**src/sp_ram.sv**
```systemverilog
module sp_ram #(
  parameter int WIDTH  = 8,
  parameter int DEPTH  = 64,
  parameter int ADDR_W = (DEPTH > 1) ? $clog2(DEPTH) : 1
) (
  input  logic              clk,
  input  logic              we,
  input  logic [ADDR_W-1:0] waddr,
  input  logic [WIDTH-1:0]  wdata,
  input  logic [ADDR_W-1:0] raddr,
  output logic [WIDTH-1:0]  rdata
);

  logic [WIDTH-1:0] mem [DEPTH];

  always_ff @(posedge clk) begin
    if (we) begin
      mem[waddr] <= wdata;
    end
    rdata <= mem[raddr];
  end

endmodule

```
**config.mk**
```make
export PLATFORM = sky130hd
export DESIGN_NAME = sp_ram
export DESIGN_NICKNAME = d
export VERILOG_FILES = /design/src/sp_ram.sv
export SDC_FILE = /design/constraint.sdc
export NUM_CORES = 1
export LEC_CHECK = 0
export CAP_MARGIN = 40
export CORE_ASPECT_RATIO = 0.8
export CORE_UTILIZATION = 35
export DETAILED_ROUTE_END_ITERATION = 10
export DONT_BUFFER_PORTS = 1
export GPL_TIMING_DRIVEN = 0
export SYNTH_ARGS = -nofsm -noshare
export SYNTH_HDL_FRONTEND = slang
export SYNTH_SLANG_ARGS = --single-unit
```
**constraint.sdc**
```tcl
create_clock -name clk -period 2.5 [get_ports clk]
set_clock_uncertainty 0.15 [all_clocks]
set_input_delay 0.25 -clock clk [delete_from_list [all_inputs] [get_ports clk]]
set_output_delay 0.25 -clock clk [all_outputs]
set_load 0.1 [all_outputs]
```
* Word level (Yosys, flattened, before mapping)
Memories as Yosys holds them, arrays and structs flattened. A register that Yosys moved wholly into a read port is not among the register bits.
Index checks and enable logic that the tools add are counted.
** Operators by class
- Multiplexer cells :: 2
** Operators with widths (number)
- $mux W1 :: 2
** Word-level totals
- Register bits :: 0
- Bits in writable memories :: 512
- Output and inout port bits :: 8
- Logic and storage cells :: 3
- Memories kept :: 1
** Memories
- mem :: words 64, bits a word 8, read ports 1, clocked after Yosys merged registers in 1, wr ports 1, line 14 : logic [WIDTH-1:0] mem [DEPTH];

* Logic depth before layout (Yosys ltp)
- Depth in word-level cells :: 2
- Depth in mapped cells :: 9
- Depth with buffers taken out :: 5

* Worst setup path before layout
No wires, ideal clock.
- Path kind :: input to register
- Start point :: in raddr[1]
- End point :: reg rdata[3], read port of mem
- Library setup time :: 0.128 ns
- Arrival :: 1.790 ns
- Path slack :: 0.432 ns
- Stages :: 7
- Path through :: buf_4 > buf_2 > buf_2 > mux4_2 > mux4_2 > o21ai_1 > o41ai_1
** RTL lines
- from (decl) :: line 10 : input logic [ADDR_W-1:0] raddr,
- to (decl) :: line 11 : output logic [WIDTH-1:0] rdata

==> flow_metrics.py <==
metrics = {
    "global_route": {
        "antenna_found_initial": 1,
        "grt_overflow_total": 0,
        "grt_max_degree": 65,
        "grt_pass1_vias": 9864,
        "grt_pass1_wl_um": 71700,
        "grt.total_usage_pct": 17.2,
    },
    "routing": {
        "drc": 0,
        "wl_um": 50100,
        "via_count": 10000,
        "wire_per_inst_um": 27.1,
        "detail-route-antenna-nets": 0,
        "via_per_inst": 5.41,
        "drt_first_pass_iters": 6,
        "drt_iter0_drc": 1360,
    },
    "clock_tree": {
        "clock-sinks": 520,
        "cts-root-buf": "clkbuf_16",
        "cts_tree": "done",
        "clockBufferDepth": 3,
        "clk_latency_ns": 0.59,
        "clk_pin_slew_ns": 0.06,
        "cts_max_level": 2,
        "cts_buffers": 51,
    },
    "synth": {
        "ys_warn_count": 0,
        "synthesis.nets": 962,
        "synth_top_area_cell": "edfxtp_1",
        "yosys-top-cells-area": "edfxtp_1 (76%), mux4_2 (14%), nor2_1 (1.5%)",
        "ys_seq_area_share_pct": 77.0,
        "synth_cell_types": 40,
        "ys.flop_type": "edfxtp_1",
        "synth_top_area_share_pct": 76.2,
        "synth-edff-count": 512,
        "syn_inst": 940,
        "async_flop_share_pct": 0,
        "syn_avg_cell_area_um2": 21.5,
        "synth-seq-cells": 520,
        "syn_area_um2": 20200,
    },
    "sta": {
        "finalWorstSetupSlack_ns": -0.00291,
        "setup_viol": 1,
        "fmax_mhz": 400,
        "period_needed_ns": 2.50,
        "finalHoldViolations": 0,
        "slew_headroom_pct": 40.8,
        "worstMarginPinSlew_ns": 0.885,
        "post-route-period-util_pct": 100,
        "finalMaxSlewViolations": 0,
    },
    "finish": {
        "drive_gt1_share_pct": 27.0,
        "final_cell_mix": "edfxtp_1 (512), mux4_2 (126), nor2_1 (83), clkbuf_16 (53), buf_4 (38)",
        "utilization_pct": 41.5,
        "num_antenna_cells": 0,
        "fin_nets": 1069,
        "design_area_um2": 23600,
        "final_common_cell": "edfxtp_1",
        "syn_to_final_growth_pct": 16.8,
        "final_cells": 1847,
    },
    "floorplan": {
        "dieArea_um2": 58600,
        "io-pin-count": 30,
        "chipHeight_um": 217,
        "core-area_um2": 56800,
        "start_util_pct": 35.5,
        "rows": 78,
        "die_x_um": 270,
    },
    "pwr": {
        "power_density_nw_per_um2": 786,
        "worst_ir_drop_vdd_v": 0.000481,
        "p_leak_uw": 0.00733,
    },
    "place": {
        "place_congestion": 0.924,
        "hpwlAfterDp_um": 32300,
        "placed_cells": 1731,
        "portBuffers": 0,
        "postPlaceCellArea_um2": 21500,
    },
    "worst_setup_path": {
        "cp_num_buf_inv": 4,
        "worstPathMaxFanout": 10,
        "slowest_stage": "o221ai_1",
        "crit_family": "buffers and inverters",
        "worstSetupPathType": "in2reg",
        "critical_path.cell_chain": "buf_4, buf_2, buf_4, buf_2, nand3_2, o221ai_1, a21oi_1, o21ai_1, o41ai_1",
        "endpoint_kind": "flop",
        "crit_arrival_ns": 2.79,
        "critPathLaunchType": "input port",
        "critPathRequiredTime_ns": 2.79,
        "cp_slowest_stage_delay_ns": 0.52,
    },
    "status": {
        "status": "complete, but fails checks",
        "violations": "setup timing",
    },
    "run": {
        "cap_violations": 0,
    },
    "worst_hold_path": {
        "hold_path_class": "in2reg",
    },
}
## worst register-to-register path, cell delays in order (launching register included)
cell,delay (ns)
edfxtp_1,0.36
mux4_2,0.46
mux2_2,0.29
o221a_2,0.31
nor3_1,0.28
o32ai_1,0.13
buf_2,0.18
## synthesized netlist by cell type (2+ instances only)
cell type	count
o221ai_1	8
nand3b_1	3
o2111ai_1	3
o221a_2	2
clkbuf_1	17
a21oi_1	3
o41ai_1	2
a2111oi_0	2
mux4_2	126
o21a_1	2
mux2i_1	23
nor2b_1	14
nor4_1	2
o22ai_1	8
buf_12	2
o2bb2ai_1	3
dfxtp_1	8
nand3_1	13
o21ai_1	2
nand2_1	19
buf_2	11
nor3_1	7
a211oi_1	4
o32ai_1	2
buf_1	4
o21ai_0	2
nand4_1	2
nand2b_1	7
a22oi_1	3
buf_4	13
a221oi_1	6
edfxtp_1	512
buf_6	4
mux2_2	13
nor2_1	83
## per-stage QoR
stage | TNS (ns) | hold slack (ns) | worst slack (ns) | power, µW
after floorplan | 0 | 0.199 | 0.432 | 10500
after global placement | -20.11 | 0.206 | -0.711 | 10800
after detailed placement | -20.78 | 0.205 | -0.706 | 10900
after CTS | 0 | 0.0202 | 0.0475 | 18600
after global routing | -0.0212 | 0.0106 | -0.0212 | 19000
final | -0.00291 | 0.0305 | -0.00291 | 18500
## per-layer routing
layer / share of wire, % / vias to the layer above / GRT usage [%] / wire [µm]
met5: 0.022 / - / 0 / 11
met2: 43 / 452 / 24.2 / 21600
met3: 9.3 / 61 / 4.31 / 4650
met1: 45 / 5341 / 26.0 / 22500
met4: 2.5 / 2 / 5.42 / 1240
li1: - / 4144 / - / -
## cell families (layout without fill, tap and decap cells)
logic type	count (synthesis)	count (layout)	synth area share (%)
compound gates	54	54	2.07
simple gates	153	153	3.39
flops	520	520	77.0
buf+inv	51	198	1.57
mux	162	162	15.9
## area by class of cell
type                    count  area (µm²)
flip-flops and latches    520       15500
clock inverters            19         185
repair buffers             57         764
well taps                 760         951
fillers                  4949       33200
multi-input cells         369        4330
clock buffers              74        1480
plain buffers              48         308
## state kept, by name, summed over array words and instances, names as in the netlist
signal and cells:
mem 512, rdata 8
## repair_timing
item,4_1_cts,5_1_grt
buffers inserted,0,0
setup endpoints to repair,4,5
endpoints found under the hold margin,524,0
hold buffers,21,0
resized for setup,2,2
## worst paths after layout
| path | from | endpoint | slack [ns] | cells after the start |
|---|---|---|---|---|
| max reg2reg | mem[28][4]$_DFFE_PP_ | rdata[4]$_DFF_P_ | 0.22 | 6 |
| min | raddr[5] | rdata[3]$_DFF_P_ | 0.03 | 4 |
| max | raddr[1] | rdata[5]$_DFF_P_ | -0.003 | 9 |
| min reg2reg | mem[6][7]$_DFFE_PP_ | rdata[7]$_DFF_P_ | 0.78 | 4 |
## report_power, final
part / leakage [µW] / switching [µW] / total (µW) / internal, µW
clock network: 0.000810 / 3220 / 7630 / 4410
logic: 0.00185 / 756 / 1210 / 457
registers: 0.00467 / 30.2 / 9680 / 9650
No activity file was read; power rests on OpenSTA's default activity.
